### config.mk
export PLATFORM = sky130hd
export DESIGN_NAME = led_pattern_tick_generator
export DESIGN_NICKNAME = d
export VERILOG_FILES = /design/src/rtl/lptg_pkg.sv /design/src/rtl/led_pattern_tick_generator.sv
export VERILOG_INCLUDE_DIRS = /design/src /design/src/rtl
export SDC_FILE = /design/constraint.sdc
export NUM_CORES = 1
export LEC_CHECK = 0
export BUFFER_PORTS_ARGS = -buffer_cell sky130_fd_sc_hd__buf_2
export CAP_MARGIN = 20
export CELL_PAD_IN_SITES_DETAIL_PLACEMENT = 1
export CELL_PAD_IN_SITES_GLOBAL_PLACEMENT = 1
export CORE_MARGIN = 1.5
export CORE_UTILIZATION = 35
export DETAILED_ROUTE_END_ITERATION = 10
export PLACE_DENSITY_LB_ADDON = 0.1
export SLEW_MARGIN = 20
export SYNTH_ARGS = -nofsm -noshare
export SYNTH_HDL_FRONTEND = slang
export SYNTH_SLANG_ARGS = --single-unit
export TNS_END_PERCENT = 100
### constraint.sdc
create_clock -name clk -period 4.5 [get_ports clk]
set_input_delay 0.675 -clock clk [delete_from_list [all_inputs] [get_ports clk]]
set_output_delay 0.675 -clock clk [all_outputs]
set_load 0.05 [all_outputs]
### src/rtl/assert_macros.svh
// Assertion macros shared by the RTL of the LED pattern tick generator.
// Depends on nothing; the bodies are empty when SYNTHESIS is defined.
`ifndef ASSERT_MACROS_SVH
`define ASSERT_MACROS_SVH
`ifndef SYNTHESIS
// Implication check on the rising clock edge, off while reset is asserted.
`define ASSERT_IMPLY(label, clk, rst_n, pre, post, msg) \
	label: assert property (@(posedge clk) disable iff (!rst_n) (pre) |-> (post)) \
		else $error(msg);
// Check of a consequence in the cycle after its cause.
`define ASSERT_NEXT(label, clk, rst_n, pre, post, msg) \
	label: assert property (@(posedge clk) disable iff (!rst_n) (pre) |=> (post)) \
		else $error(msg);
`else
`define ASSERT_IMPLY(label, clk, rst_n, pre, post, msg)
`define ASSERT_NEXT(label, clk, rst_n, pre, post, msg)
`endif
`endif

### src/rtl/lptg_pkg.sv
// Package of the LED pattern tick generator: pattern and command codes,
// LED count and the derived LED mask. Depends on nothing.
`timescale 1ns / 1ps

package lptg_pkg;

	localparam int NUM_LEDS = 8;

	// Mask of the LEDs that exist among the eight represented bits.
	localparam logic [7:0] LED_MASK = (NUM_LEDS >= 8) ? 8'hFF :
		8'((16'd1 << NUM_LEDS) - 16'd1);

	localparam logic CMD_TICK   = 1'b0;
	localparam logic CMD_SELECT = 1'b1;

	localparam logic [2:0] PAT_SOLID     = 3'd0;
	localparam logic [2:0] PAT_FLASH     = 3'd1;
	localparam logic [2:0] PAT_BEACON    = 3'd2;
	localparam logic [2:0] PAT_BREATHE   = 3'd3;
	localparam logic [2:0] PAT_ALTERNATE = 3'd4;

	localparam logic [0:0] REG_LEFT_MASK  = 1'b0;
	localparam logic [0:0] REG_RIGHT_MASK = 1'b1;

endpackage

### src/rtl/led_pattern_tick_generator.sv
// Top level of the LED pattern tick generator: input register, pattern state,
// update logic and result register. Depends on lptg_pkg and assert_macros.svh.
//
//   channel   | direction | handshake                  | contents
//   s_axis    | in        | s_axis_tvalid/tready       | tuser command, tdata pattern_code
//   m_axis    | out       | m_axis_tvalid/tready       | tuser refresh, tdata scale/mask/phase
//   cfg       | in        | cfg_we, no back-pressure   | side masks by index
//
// Each request passes from acceptance through the input register and then the
// result register; a new request is taken every cycle while the output does not stall.
// A single update stage lies between the two registers.
// Reset clears the valid flags and loads the pattern state with its reset
// values; the side masks reset to 15 and 240.
// A stall at the output holds the result register, and the input register
// then holds one more request before s_axis_tready drops.
`timescale 1ns / 1ps
`include "assert_macros.svh"

module led_pattern_tick_generator
	import lptg_pkg::*;
(
	input  logic        clk,
	input  logic        arst_n,
	input  logic        s_axis_tvalid,
	output logic        s_axis_tready,
	input  logic [7:0]  s_axis_tdata,  // [2:0] pattern_code, [7:3] zero
	input  logic        s_axis_tuser,  // [0] command
	output logic        m_axis_tvalid,
	input  logic        m_axis_tready,
	output logic [23:0] m_axis_tdata,  // [7:0] brightness, [15:8] shine_mask, [23:16] phase
	output logic        m_axis_tuser,  // [0] refresh
	input  logic        cfg_we,
	input  logic [0:0]  cfg_index,
	input  logic [7:0]  cfg_wdata
);

	// Side masks written through the configuration port.
	logic [7:0] left_mask_q;
	logic [7:0] right_mask_q;

	always_ff @(posedge clk or negedge arst_n) begin
		if (!arst_n) begin
			left_mask_q  <= 8'd15;
			right_mask_q <= 8'd240;
		end else if (cfg_we) begin
			case (cfg_index)
				REG_LEFT_MASK:  left_mask_q  <= cfg_wdata;
				REG_RIGHT_MASK: right_mask_q <= cfg_wdata;
				default: ;
			endcase
		end
	end

	// Input register stage. The request is held here until the update stage
	// can move its result into the output register.
	logic       valid_s1;
	logic       cmd_s1;
	logic [2:0] code_s1;
	logic       advance;

	// The result register may be loaded when it is empty or being drained.
	assign advance       = !m_axis_tvalid || m_axis_tready;
	assign s_axis_tready = !valid_s1 || advance;

	always_ff @(posedge clk or negedge arst_n) begin
		if (!arst_n) begin
			valid_s1 <= 1'b0;
		end else if (s_axis_tready) begin
			valid_s1 <= s_axis_tvalid;
		end
	end

	always_ff @(posedge clk) begin
		if (s_axis_tready && s_axis_tvalid) begin
			cmd_s1  <= s_axis_tuser;
			code_s1 <= s_axis_tdata[2:0];
		end
	end

	// Pattern state, updated once for every request that leaves the input
	// register.
	logic [7:0] phase_q;
	logic [2:0] pattern_q;
	logic [7:0] scale_q;
	logic [7:0] shine_q;
	logic       pending_q;

	logic [7:0] phase_nxt;
	logic [2:0] pattern_nxt;
	logic [7:0] scale_nxt;
	logic [7:0] shine_nxt;
	logic       pending_nxt;
	logic       refresh_nxt;

	always_comb begin
		logic [3:0] beacon_q;
		logic [6:0] breathe_m;
		logic [3:0] ramp;
		beacon_q    = 4'd0;
		breathe_m   = 7'd0;
		ramp        = 4'd0;
		phase_nxt   = phase_q;
		pattern_nxt = pattern_q;
		scale_nxt   = scale_q;
		shine_nxt   = shine_q;
		pending_nxt = pending_q;
		refresh_nxt = 1'b0;
		if (cmd_s1 == CMD_TICK) begin
			phase_nxt = phase_q + 8'd1;
			beacon_q  = phase_nxt[5:2];
			breathe_m = phase_nxt[6:0];
			case (pattern_q)
				PAT_SOLID: begin
					if (scale_q != 8'hFF) begin
						scale_nxt   = 8'hFF;
						pending_nxt = 1'b1;
					end
				end
				PAT_FLASH: begin
					if (phase_nxt[1:0] == 2'd0) begin
						scale_nxt   = phase_nxt[2] ? 8'h00 : 8'hFF;
						pending_nxt = 1'b1;
					end
				end
				PAT_BEACON: begin
					if (beacon_q == 4'd1 || beacon_q == 4'd4) begin
						scale_nxt   = 8'hFF;
						pending_nxt = 1'b1;
					end else if (beacon_q == 4'd2 || beacon_q == 4'd5) begin
						scale_nxt   = 8'h00;
						pending_nxt = 1'b1;
					end
				end
				PAT_BREATHE: begin
					// Ramp up over the first sixteen ticks, down over the next.
					if (breathe_m <= 7'd31) begin
						ramp        = breathe_m[4] ? ~breathe_m[3:0] : breathe_m[3:0];
						scale_nxt   = {ramp, 4'd0};
						pending_nxt = 1'b1;
					end
				end
				PAT_ALTERNATE: begin
					if (phase_nxt[3:0] == 4'd0) begin
						shine_nxt   = (phase_nxt[4] ? right_mask_q : left_mask_q) & LED_MASK;
						pending_nxt = 1'b1;
					end
				end
				default: ;
			endcase
			if (pending_nxt) begin
				refresh_nxt = 1'b1;
				pending_nxt = 1'b0;
			end
		end else if (code_s1 <= PAT_ALTERNATE && code_s1 != pattern_q) begin
			// A new pattern restarts from a full-scale, all-on state.
			pattern_nxt = code_s1;
			pending_nxt = 1'b1;
			phase_nxt   = 8'hFF;
			scale_nxt   = 8'hFF;
			shine_nxt   = LED_MASK;
		end
	end

	logic load;
	assign load = valid_s1 && advance;

	always_ff @(posedge clk or negedge arst_n) begin
		if (!arst_n) begin
			phase_q   <= 8'hFF;
			pattern_q <= PAT_SOLID;
			scale_q   <= 8'hFF;
			shine_q   <= LED_MASK;
			pending_q <= 1'b1;
		end else if (load) begin
			phase_q   <= phase_nxt;
			pattern_q <= pattern_nxt;
			scale_q   <= scale_nxt;
			shine_q   <= shine_nxt;
			pending_q <= pending_nxt;
		end
	end

	// Result register.
	always_ff @(posedge clk or negedge arst_n) begin
		if (!arst_n) begin
			m_axis_tvalid <= 1'b0;
		end else if (advance) begin
			m_axis_tvalid <= valid_s1;
		end
	end

	always_ff @(posedge clk) begin
		if (load) begin
			m_axis_tdata <= {phase_nxt, shine_nxt, scale_nxt};
			m_axis_tuser <= refresh_nxt;
		end
	end

	`ASSERT_NEXT(a_select_no_refresh, clk, arst_n, load && cmd_s1 == CMD_SELECT, !m_axis_tuser, "selection result carries refresh")
	`ASSERT_NEXT(a_tick_clears_pending, clk, arst_n, load && cmd_s1 == CMD_TICK, !pending_q, "pending change survived a tick")
	`ASSERT_IMPLY(a_mask_in_range, clk, arst_n, m_axis_tvalid, (m_axis_tdata[15:8] & ~LED_MASK) == 8'd0, "shine mask lights a missing LED")
	`ASSERT_NEXT(a_s1_held_on_stall, clk, arst_n, valid_s1 && !advance, valid_s1 && $stable(code_s1) && $stable(cmd_s1), "input register lost a request")

endmodule

==> flow_metrics.env <==
export IMPL_grt_max_degree=47
export IMPL_synth_top_area_share_pct=22.26
export IMPL_max_cap_violations=0
export IMPL_cts_setup_buffers=0
export IMPL_die_area_um2=11820
export IMPL_synth_edf_count=29
export IMPL_avgRoutedWirePerCell_um=17.39
export IMPL_ctsHoldBuffers=0
export IMPL_crit_required_ps=4700
export IMPL_crit_path_max_incr_delay_ps=670
export IMPL_track_usage_pct=17.94
export IMPL_port_buffers=44
export IMPL_holdWs_ps=426.5
export IMPL_rsz0062_at_grt="false"
export IMPL_yosys_warnings=0
export IMPL_tns_ps=0
export IMPL_fin_crit_sh_pct=67.99
export IMPL_num_antenna_cells=0
export IMPL_synthTopCellsByArea="edfxtp_1, dfstp_2, dfrtp_1, mux2_2, nor2_1"
export IMPL_fin_skew_ps=10.53
export IMPL_cts_sinks=75
export IMPL_cts_resized=0
export IMPL_outcome="finished clean"
export IMPL_clk_pin_slew_worst_paths_ps=80
export IMPL_fin_nets=432
export IMPL_core_um2=10890
export IMPL_yosysTopAreaCell="edfxtp_1"
export IMPL_syn_to_final_growth_pct=14.20
export IMPL_antenna_found_initial=0
export IMPL_vdd_drop_max_uv=207.6
export IMPL_synth_seq_cells=75
export IMPL_cts_root_buf="clkbuf_8"
export IMPL_final_cells=550
export IMPL_slew_headroom_pct=30.05
export IMPL_slowest_stage="dfstp_2"
export IMPL_crit_path_start_kind="flop"
export IMPL_avgViaCountPerCell=5.318
export IMPL_hold_viol=0
export IMPL_cts_tree="built"
export IMPL_avgSynthCellArea_um2=10.86
export IMPL_drt_iter0_markers=196
export IMPL_grt_pass1_wl_um=16020
export IMPL_hpwl_um=6761
export IMPL_drc=0
export IMPL_grt_overflow=0
export IMPL_critPathKind="flop to flop"
export IMPL_end_kind="flop"
export IMPL_start_util_pct=35.92
export IMPL_p_leak_nw=1.683
export IMPL_critPathTopFamily="simple AND/OR/NAND/NOR gates"
export IMPL_power_density_nw_per_um2=653.2
export IMPL_synth_cell_types=61
export IMPL_min_path_type="input pin to async pin"
export IMPL_cp_buffers_inverters=3
export IMPL_syn_num_nets=387
export IMPL_worst_pin_slew_ps=1044
export IMPL_num_io_pins=50
export IMPL_timing_fmax_mhz=326.8
export IMPL_finalMaxSlewViolations=0
export IMPL_worstPathMaxFanout=11
export IMPL_final_util_pct=41.03
export IMPL_totalPowerFinal_mw=2.918
export IMPL_ant_nets=0
export IMPL_dr_pass1_iters=4
export IMPL_via_count=2925
export IMPL_arrival_ps=3260
export IMPL_synthArstFlopShare_pct=61.33
export IMPL_synthCells=360
export IMPL_yosysSeqAreaShare_pct=52.75
export IMPL_grt_pass1_vias=3034
export IMPL_clk_latency_ps=350
export IMPL_htree_levels=3
export IMPL_layout_drive_gt1_share_pct=34.15
export IMPL_wl_um=9564
export IMPL_cts_buffer_depth=2
export IMPL_die_h_um=108.7
export IMPL_period_minus_slack_ps=3060
export IMPL_place_inst=534
export IMPL_routabilityCongestion=0.8285
export IMPL_setup_viol=0
export IMPL_cts_made_buffers=9
export IMPL_path_cells="ha_1 -> nand3_1 -> xnor2_2 -> buf_4 -> inv_2 -> ha_1 -> or4b_1 -> a311o_1 -> nand4b_1 -> a21oi_1 -> buf_4 -> a2bb2oi_1"
export IMPL_synth_flop_cell="dfstp_2"
export IMPL_rows=38
export IMPL_die_w_um=108.7
export IMPL_synthesis_area_um2=3911
worst paths after layout:
path,startpoint,to,slack [ps],depth (start not counted)
max,phase_q[0],m_axis_tdata[6],1440,12
min,arst_n,left_mask_q[6],430,2
max reg2reg,phase_q[0],m_axis_tdata[6],1440,12
min reg2reg,right_mask_q[0],right_mask_q[0],510,1
max in group asynchronous,arst_n,m_axis_tvalid,3650,2
min in group clk,s_axis_tdata[2],code_s1[2],490,1
registers in the layout, summed over array words and instances, names as in the netlist, 3 cells and up:
register      count
code_s1           3
left_mask_q       8
m_axis_tdata     24
pattern_q         3
phase_q           8
right_mask_q      8
scale_q           8
shine_q           8
cells in the mapped netlist (3+ instances only):
library cell and n:
a21oi_1 25, a2bb2oi_1 5, a31oi_1 10, and2_1 4
and3_1 3, buf_2 4, clkbuf_1 13, dfrtp_1 13
dfstp_2 33, edfxtp_1 29, ha_1 4, inv_1 9
mux2_2 23, nand2_1 26, nand2b_1 8, nand3_1 11
nand4_1 6, nor2_1 37, nor2b_1 3, nor3_1 3
o21a_1 9, o21ai_0 11, o22a_1 11, o311ai_0 4
or3_1 4, xnor2_1 7
where the power goes:
| part | internal [mW] | switching [mW] |
|---|---|---|
| clock network | 0.200 | 0.259 |
| registers | 0.977 | 0.201 |
| logic | 0.499 | 0.781 |
routing by layer:
layer  share of wire [%]  vias up  global-route usage, %
met3                 2.3       10                  3.586
met5                   0        -                      0
met2                  47       43                  28.26
met1                  50     1448                  24.91
met4                 1.2        0                  5.357
li1                    -     1424                      -
final cells by class:
class | instances | area, um2
Fill cell | 1233 | 6421
Sequential cell | 75 | 2063
Multi-Input combinational cell | 256 | 1735
Timing Repair Buffer | 53 | 287.8
Tap cell | 140 | 175.2
Clock buffer | 10 | 127.6
Clock inverter | 6 | 40.04
Inverter | 10 | 37.54
cell families after synthesis:
group	after synthesis	share of synthesized area [%]
buffers and inverters	29	3.007
AND/OR/NAND/NOR	124	16.99
AO/OA/AOI/OAI	94	16.47
XOR/XNOR	10	2.623
flip-flops	75	52.75
adder cells (fa/ha/maj)	4	1.280
multiplexers	24	6.878
metrics by stage:
step / worst slack (ps) / instance area, um2
after floorplan: 1335 / 3911
after global placement: 1476 / 4299
after CTS: 1445 / 4467
final: 1440 / 4467
after global routing: 1227 / 4467
after detailed placement: 1472 / 4299
cells in the final DEF, fill, tap and decap left out, types with 10 or more instances in the layout:
cell | synthesis | routed
o22a_1 | 11 | 11
dfstp_2 | 33 | 33
nand3_1 | 11 | 11
edfxtp_1 | 29 | 29
o21ai_0 | 11 | 11
dfrtp_1 | 13 | 13
a31oi_1 | 10 | 10
mux2_2 | 23 | 23
buf_2 | 4 | 44
nor2_1 | 37 | 37
nand2_1 | 26 | 26
a21oi_1 | 25 | 25
(Power assumes the default switching activity.)
